File: config.mk
export PLATFORM = sky130hd
export DESIGN_NAME = ordered_list_conditional_delete
export DESIGN_NICKNAME = d
export VERILOG_FILES = /design/src/design/ocd_pkg.sv /design/src/design/ocd_cell.sv /design/src/design/ordered_list_conditional_delete.sv
export SDC_FILE = /design/constraint.sdc
export NUM_CORES = 2
export LEC_CHECK = 0
export BUFFER_PORTS_ARGS = -buffer_cell sky130_fd_sc_hd__buf_2
export CAP_MARGIN = 15
export CORE_AREA = 2 2 300 302
export DETAILED_ROUTE_END_ITERATION = 8
export DIE_AREA = 0 0 302 304
export SLEW_MARGIN = 20
export SYNTH_ARGS = -nofsm -noshare
export SYNTH_HDL_FRONTEND = slang
export SYNTH_SLANG_ARGS = --single-unit
File: constraint.sdc
create_clock -name aclk -period 5.13 [get_ports aclk]
set_input_delay 0.2565 -clock aclk [delete_from_list [all_inputs] [get_ports aclk]]
set_output_delay 0.2565 -clock aclk [all_outputs]
set_load 0.05 [all_outputs]
File: src/design/ocd_pkg.sv
// Shared types, constants and helper functions for the ordered list block.
// No dependencies; used by ocd_cell and ordered_list_conditional_delete.
package ocd_pkg;

    localparam int MaxCap = 256;

    localparam logic [1:0] MODE_INSERT = 2'd0;
    localparam logic [1:0] MODE_QUERY  = 2'd1;
    localparam logic [1:0] MODE_REMOVE = 2'd2;

    localparam logic [1:0] KIND_LESS    = 2'd0;
    localparam logic [1:0] KIND_EQUAL   = 2'd1;
    localparam logic [1:0] KIND_GREATER = 2'd2;

    typedef enum logic [1:0] {
        ST_IDLE,
        ST_CMP,
        ST_APPLY
    } ocd_state_t;

    // Per-cell update command for one apply cycle.
    typedef struct packed {
        logic take_left;   // insert: shift towards the back
        logic take_right;  // remove: close the gap if at or after the match
    } cell_cmd_t;

    // Prefix OR, lowest index first: bit i set if any bit 0..i is set.
    function automatic logic [MaxCap-1:0] prefix_or(input logic [MaxCap-1:0] v);
        logic [MaxCap-1:0] acc;
        acc = v;
        for (int s = 1; s < MaxCap; s = s * 2) begin
            acc = acc | (acc << s);
        end
        return acc;
    endfunction

endpackage

File: src/design/ocd_cell.sv
// One list position: holds a 32-bit entry and its registered compare result.
// Depends on ocd_pkg for command type and compare codes.
module ocd_cell #(
    parameter int INDEX = 0,
    parameter int CW    = 5
) (
    input  logic                   aclk,
    input  logic                   aresetn,
    input  logic                   cmp_en,
    input  logic [1:0]             cmp_kind,
    input  logic signed [31:0]     key,
    input  logic [CW-1:0]          count,
    input  ocd_pkg::cell_cmd_t     cmd,
    input  logic                   at_or_after,
    input  logic signed [31:0]     data_left,
    input  logic signed [31:0]     data_right,
    output logic signed [31:0]     data,
    output logic                   match
);
    import ocd_pkg::*;

    localparam logic [CW-1:0] IDX = CW'(INDEX);

    logic signed [31:0] data_reg, data_next;
    logic               match_reg, match_next;
    logic               hold_ok;
    logic               test;

    assign hold_ok = IDX < count;

    always_comb begin
        case (cmp_kind)
            KIND_LESS:    test = data_reg < key;
            KIND_EQUAL:   test = data_reg == key;
            KIND_GREATER: test = data_reg > key;
            default:      test = 1'b0;
        endcase
    end

    always_comb begin
        match_next = match_reg;
        if (cmp_en) begin
            match_next = hold_ok & test;
        end
    end

    always_comb begin
        data_next = data_reg;
        if (cmd.take_left) begin
            data_next = data_left;
        end else if (cmd.take_right && at_or_after) begin
            data_next = data_right;
        end
    end

    always_ff @(posedge aclk) begin
        data_reg <= data_next;
    end

    always_ff @(posedge aclk) begin
        if (!aresetn) begin
            match_reg <= 1'b0;
        end else begin
            match_reg <= match_next;
        end
    end

    assign data  = data_reg;
    assign match = match_reg;

endmodule

File: src/design/ordered_list_conditional_delete.sv
// Ordered list of up to CAPACITY signed 32-bit values, newest at the front,
// built as a row of cells that each hold one entry and pass it to a neighbour.
// Depends on ocd_pkg and ocd_cell.
//
// Each item (insert, query or remove-first-match) gives one result. The item
// is latched at its accepting edge and its result is offered after a compare
// state, in which every cell compares its entry against the key and registers
// the outcome, and an apply state, in which a prefix OR over those outcomes
// picks the frontmost match and the cells shift in one step (all on insert,
// those at or after the match on remove). One item is in flight at a time;
// s_ready is high only while the block is idle, so no new item is taken
// before the last one has passed idle, compare and apply. A finished result
// waits in the output register without blocking acceptance of the next item,
// but that item's apply state holds until the waiting result is taken. No
// clearing pass is needed after reset.
module ordered_list_conditional_delete #(
    parameter int CAPACITY = 16
) (
    input  logic               aclk,
    input  logic               aresetn,
    input  logic               s_valid,
    output logic               s_ready,
    input  logic [1:0]         s_mode,
    input  logic [1:0]         s_compare_kind,
    input  logic signed [31:0] s_key,
    output logic               m_valid,
    input  logic               m_ready,
    output logic               m_hit,
    output logic               m_overflow,
    output logic [4:0]         m_entry_count,
    output logic               m_is_empty
);
    import ocd_pkg::*;

    localparam int CW = $clog2(CAPACITY + 1);
    localparam logic [CW-1:0] CAP_COUNT = CW'(CAPACITY);

    ocd_state_t state_reg, state_next;

    logic [1:0]         mode_reg;
    logic [1:0]         kind_reg;
    logic signed [31:0] key_reg;
    logic [CW-1:0]      count_reg, count_next;

    logic               m_valid_reg, m_valid_next;
    logic               hit_reg, hit_next;
    logic               overflow_reg, overflow_next;

    logic               accept;
    logic               cmp_en;
    logic               apply_go;
    logic [1:0]         cmp_kind;

    logic signed [31:0] cell_data [CAPACITY];
    logic [CAPACITY-1:0] match_vec;
    logic [CAPACITY-1:0] after_vec;
    logic               any_match;
    logic               full;
    cell_cmd_t          cmd;

    // Next state
    always_comb begin
        state_next = state_reg;
        unique case (state_reg)
            ST_IDLE:  if (s_valid) state_next = ST_CMP;
            ST_CMP:   state_next = ST_APPLY;
            ST_APPLY: if (!m_valid_reg || m_ready) state_next = ST_IDLE;
            default:  state_next = ST_IDLE;
        endcase
    end

    // Controls
    always_comb begin
        s_ready  = 1'b0;
        cmp_en   = 1'b0;
        apply_go = 1'b0;
        unique case (state_reg)
            ST_IDLE:  s_ready = 1'b1;
            ST_CMP:   cmp_en = 1'b1;
            ST_APPLY: apply_go = !m_valid_reg || m_ready;
            default:  s_ready = 1'b0;
        endcase
    end

    assign accept = s_valid && s_ready;

    always_ff @(posedge aclk) begin
        if (!aresetn) begin
            state_reg <= ST_IDLE;
        end else begin
            state_reg <= state_next;
        end
    end

    always_ff @(posedge aclk) begin
        if (accept) begin
            mode_reg <= s_mode;
            kind_reg <= s_compare_kind;
            key_reg  <= s_key;
        end
    end

    // Query always tests for equality
    assign cmp_kind = (mode_reg == MODE_QUERY) ? KIND_EQUAL : kind_reg;

    assign full      = count_reg == CAP_COUNT;
    assign any_match = |match_vec;
    assign after_vec = CAPACITY'(prefix_or(MaxCap'(match_vec)));

    always_comb begin
        cmd.take_left  = apply_go && (mode_reg == MODE_INSERT) && !full;
        cmd.take_right = apply_go && (mode_reg == MODE_REMOVE) && any_match;
    end

    generate
        for (genvar i = 0; i < CAPACITY; i++) begin : g_cell
            logic signed [31:0] left_d;
            logic signed [31:0] right_d;
            if (i == 0) begin : g_head
                assign left_d = key_reg;
            end else begin : g_mid
                assign left_d = cell_data[i-1];
            end
            if (i == CAPACITY - 1) begin : g_tail
                assign right_d = cell_data[i];
            end else begin : g_body
                assign right_d = cell_data[i+1];
            end
            ocd_cell #(
                .INDEX(i),
                .CW   (CW)
            ) u_cell (
                .aclk       (aclk),
                .aresetn    (aresetn),
                .cmp_en     (cmp_en),
                .cmp_kind   (cmp_kind),
                .key        (key_reg),
                .count      (count_reg),
                .cmd        (cmd),
                .at_or_after(after_vec[i]),
                .data_left  (left_d),
                .data_right (right_d),
                .data       (cell_data[i]),
                .match      (match_vec[i])
            );
        end
    endgenerate

    // Result and count update
    always_comb begin
        count_next    = count_reg;
        m_valid_next  = m_valid_reg;
        hit_next      = hit_reg;
        overflow_next = overflow_reg;
        if (m_valid_reg && m_ready) begin
            m_valid_next = 1'b0;
        end
        if (apply_go) begin
            m_valid_next  = 1'b1;
            hit_next      = 1'b0;
            overflow_next = 1'b0;
            case (mode_reg)
                MODE_INSERT: begin
                    if (full) begin
                        overflow_next = 1'b1;
                    end else begin
                        hit_next   = 1'b1;
                        count_next = count_reg + 1'b1;
                    end
                end
                MODE_QUERY: begin
                    hit_next = any_match;
                end
                MODE_REMOVE: begin
                    if (any_match) begin
                        hit_next   = 1'b1;
                        count_next = count_reg - 1'b1;
                    end
                end
                default: begin
                    hit_next = 1'b0;
                end
            endcase
        end
    end

    always_ff @(posedge aclk) begin
        if (!aresetn) begin
            count_reg   <= '0;
            m_valid_reg <= 1'b0;
        end else begin
            count_reg   <= count_next;
            m_valid_reg <= m_valid_next;
        end
    end

    always_ff @(posedge aclk) begin
        hit_reg      <= hit_next;
        overflow_reg <= overflow_next;
    end

    assign m_valid       = m_valid_reg;
    assign m_hit         = hit_reg;
    assign m_overflow    = overflow_reg;
    assign m_entry_count = 5'(count_reg);
    assign m_is_empty    = count_reg == '0;

endmodule

==> qor.txt <==
Status -> finished, final reports clean
Sequential share of power -> 0.479
Initial antenna violation count -> 0
Placed inst area -> 37200 um2
P_sw -> 2600 uW
P_leak -> 0.0173 uW
Peak VDD IR -> 0.228 mV
Post-DP HPWL -> 71.1 mm
Hold WC Path Type -> primary input to register
Vias per std cell -> 5.34
Total of max-cap violations -> 0
Clock Path Buffers -> 3
Setup crit end kind -> register
Layout cell share with drive strength beyond 1 -> 0.0609
CTS H-Tree Depth -> 3
Total GRT Usage -> 0.209
Critical path required time -> 5.65 ns
Vias in the first global route -> 26200
Ranking of synthesized cells by area -> edfxtp_1 (47%), ha_1 (18%), nand2_1 (16%)
Launching point of the worst reg2reg path -> g_cell[0].left_d[25]
Vias -> 26500
Internal -> 8240 uW
Number of synthesis warnings -> 0
Gpl congestion -> 0.862
Synth Area in Simple Gates -> 0.215
Post-Route Setup TNS -> 0 ns
CP Max Fanout -> 15
Synth Area in Compound Gates -> 0.0887
Period minus WS final -> 3.62 ns
Yosys top cell by area -> edfxtp_1
Adder-Cell Fraction of Synth Area -> 0.184
Final Hold Fails -> 0
Cells after synthesis -> 3647
Syn Area/Cell -> 9.66 um2
Netlist Area Pre-Place -> 35200 um2
Max reg flops -> 512
Pwr Total -> 10800 uW
Core ar. -> 89000 um2
Largest net degree at the start of global routing -> 164
PortBufs -> 49
Mux contribution to synthesized area -> 0.00284
Crit path launch type -> register
Largest family of logic cells by synthesized area -> simple AND/OR/NAND/NOR gates
NumNets Final -> 4305
Row count -> 110
Combinational Power Share -> 0.091
Area growth syn-to-layout -> 13.0%
Sw Ratio -> 0.240
Commonest non-fill, non-tap cell in the layout -> nand2_1
Achievable clock frequency -> 276 MHz
Routed wire length -> 96.9 mm
Initial core utilization -> 0.396
Slew @ Worst Pin -> 1.14 ns
Reg2reg setup slack -> 1.51 ns
WHS Path Cells -> 3
Place WS -> 1.53 ns
Initial DRC count -> 2416
CTS Sinks -> 574
Yosys top cell area share -> 0.469
Worst setup path class -> register to register
Finished Cell Area -> 39800 um2
Synth Area in XOR/XNOR -> 0.00522
CTS tree -> done
Die H -> 304 um
DR DRC count -> 0
Antenna Cells -> 0
Final worst slack -> 1.51 ns
Pwr Density -> 272 nW/um2
Clock power share -> 0.430
Clock transition at path regs -> 0.06 ns
Endpoint arrival time on the critical path -> 4.14 ns
Clock skew -> 0.0148 ns
Most frequent cells in the layout -> nand2_1 (1488), edfxtp_1 (550), ha_1 (519)
Final antenna-violating net count -> 0
CTS buffer count -> 69
Ports -> 50
Post-CTS Setup Bufs -> 0
Rel. slew slack -> 0.230
Mapped Nets -> 4206
Final Util -> 0.447
Insertion delay to the later sink of the worst-skew pair -> 0.61 ns
Yosys reg bits -> 574
WL per Instance -> 19.5 um
Share of flip-flops with an asynchronous set or reset -> 0
Die Wd -> 302 um
Gr ovfl total -> 0
Fillers -> 8494
RSZ-0062 raised after global routing -> no
Worst Hold Endpoint -> g_cell[12].u_cell.match
R2R depth -> 11
Period utilization -> 0.706
Hold_sp -> aresetn
Register area share after synthesis -> 0.482
Most used DFF post-synth -> edfxtp_1
Die Area -> 91800 um2
RR Endpoint -> g_cell[3].u_cell.match
Clk root buf -> clkbuf_16
Final setup vio count -> 0
First-pass GRT wire length -> 150 mm
Yosys cell types -> 51
Detailed Routing Iterations Pass 1 -> 5
Post-synth EDFFs -> 550
Max-slew violation count -> 0
## what timing repair did
action                     4_1_cts  5_1_grt
setup endpoints to repair        0        0
resized for setup                0        0
hold endpoints to repair        38        0
hold buffers                    38        0
## layer usage
metal / global-route usage / vias to the layer above / part of all wire
li1: - / 13200 / -
met1: 0.304 / 12500 / 0.48
met2: 0.320 / 699 / 0.44
met3: 0.0296 / 160 / 0.054
met4: 0.0680 / 0 / 0.033
met5: 0 / - / 0
## power by group through the flow
stage,clock network [uW],logic [uW],registers [uW]
floorplan,0,620,5280
global placement,0,926,5290
detailed placement,0,953,5290
CTS,4770,981,5190
global route,4940,1110,5200
finish,4670,982,5200
## cells by family after synthesis
| kind of cell | Yosys count |
|---|---|
| XOR/XNOR | 21 |
| buffers and inverters | 197 |
| AND/OR/NAND/NOR | 1814 |
| AO/OA/AOI/OAI | 512 |
| multiplexers | 10 |
| flip-flops | 574 |
| adder cells (fa/ha/maj) | 519 |
## through the flow
stage / hold WS (ns) / std cells
finish: 0.129 / 4970
global route: 0.118 / 4970
CTS: 0.0935 / 4965
detailed placement: 0.435 / 4808
global placement: 0.433 / 4805
floorplan: 0.355 / 3647
## worst max-delay path by stage
stage,startpoint,endpoint,slack (ns)
6_report,g_cell[0].left_d[25],g_cell[3].u_cell.match,1.51
5_1_grt,g_cell[0].left_d[25],g_cell[3].u_cell.match,1.40
4_1_cts,g_cell[0].left_d[25],g_cell[3].u_cell.match,1.47
3_5_place_dp,g_cell[0].left_d[25],g_cell[3].u_cell.match,1.53
3_3_place_gp,g_cell[0].left_d[25],g_cell[3].u_cell.match,1.52
2_1_floorplan,m_valid,g_cell[0].u_cell.data[0],1.15
## layout make-up
type	instances	area (um2)	area share
clock inverter	21	139	0.00349
multi-input combinational	2876	17700	0.444
timing repair buffer	149	1310	0.0330
clock buffer	98	1940	0.0487
tap	1176	1470	0.0370
inverter	76	293	0.00735
sequential	574	17000	0.427
## Yosys cell counts (6+ instances only)
cell type,count
nand4_1,83
nor3_1,33
o211ai_1,13
nor4_1,7
dfxtp_1,24
and2_1,8
nand3_1,41
xnor2_1,10
a221oi_1,25
o21ai_0,108
or4_1,22
xor2_1,11
edfxtp_1,550
clkbuf_1,118
a31oi_1,11
inv_1,74
and4_1,22
or4b_2,6
o21a_1,14
nor2_1,42
or3_1,11
nand2_1,1488
ha_1,519
a21oi_1,208
o221ai_1,8
nor2b_1,17
a21o_1,88
mux2i_1,10
a221o_1,11
o21bai_1,9
and2_0,11
## critical path, stage by stage (launching register included)
cell	delay, ns
edfxtp_1	0.37
inv_1	0.59
buf_4	0.25
ha_1	0.24
a21o_1	0.18
a221o_1	0.33
a221oi_1	0.46
o21ai_0	0.17
a21oi_1	0.27
xnor2_1	0.13
or3_1	0.36
a41oi_1	0.19
Power figures use the tool's default switching activity.
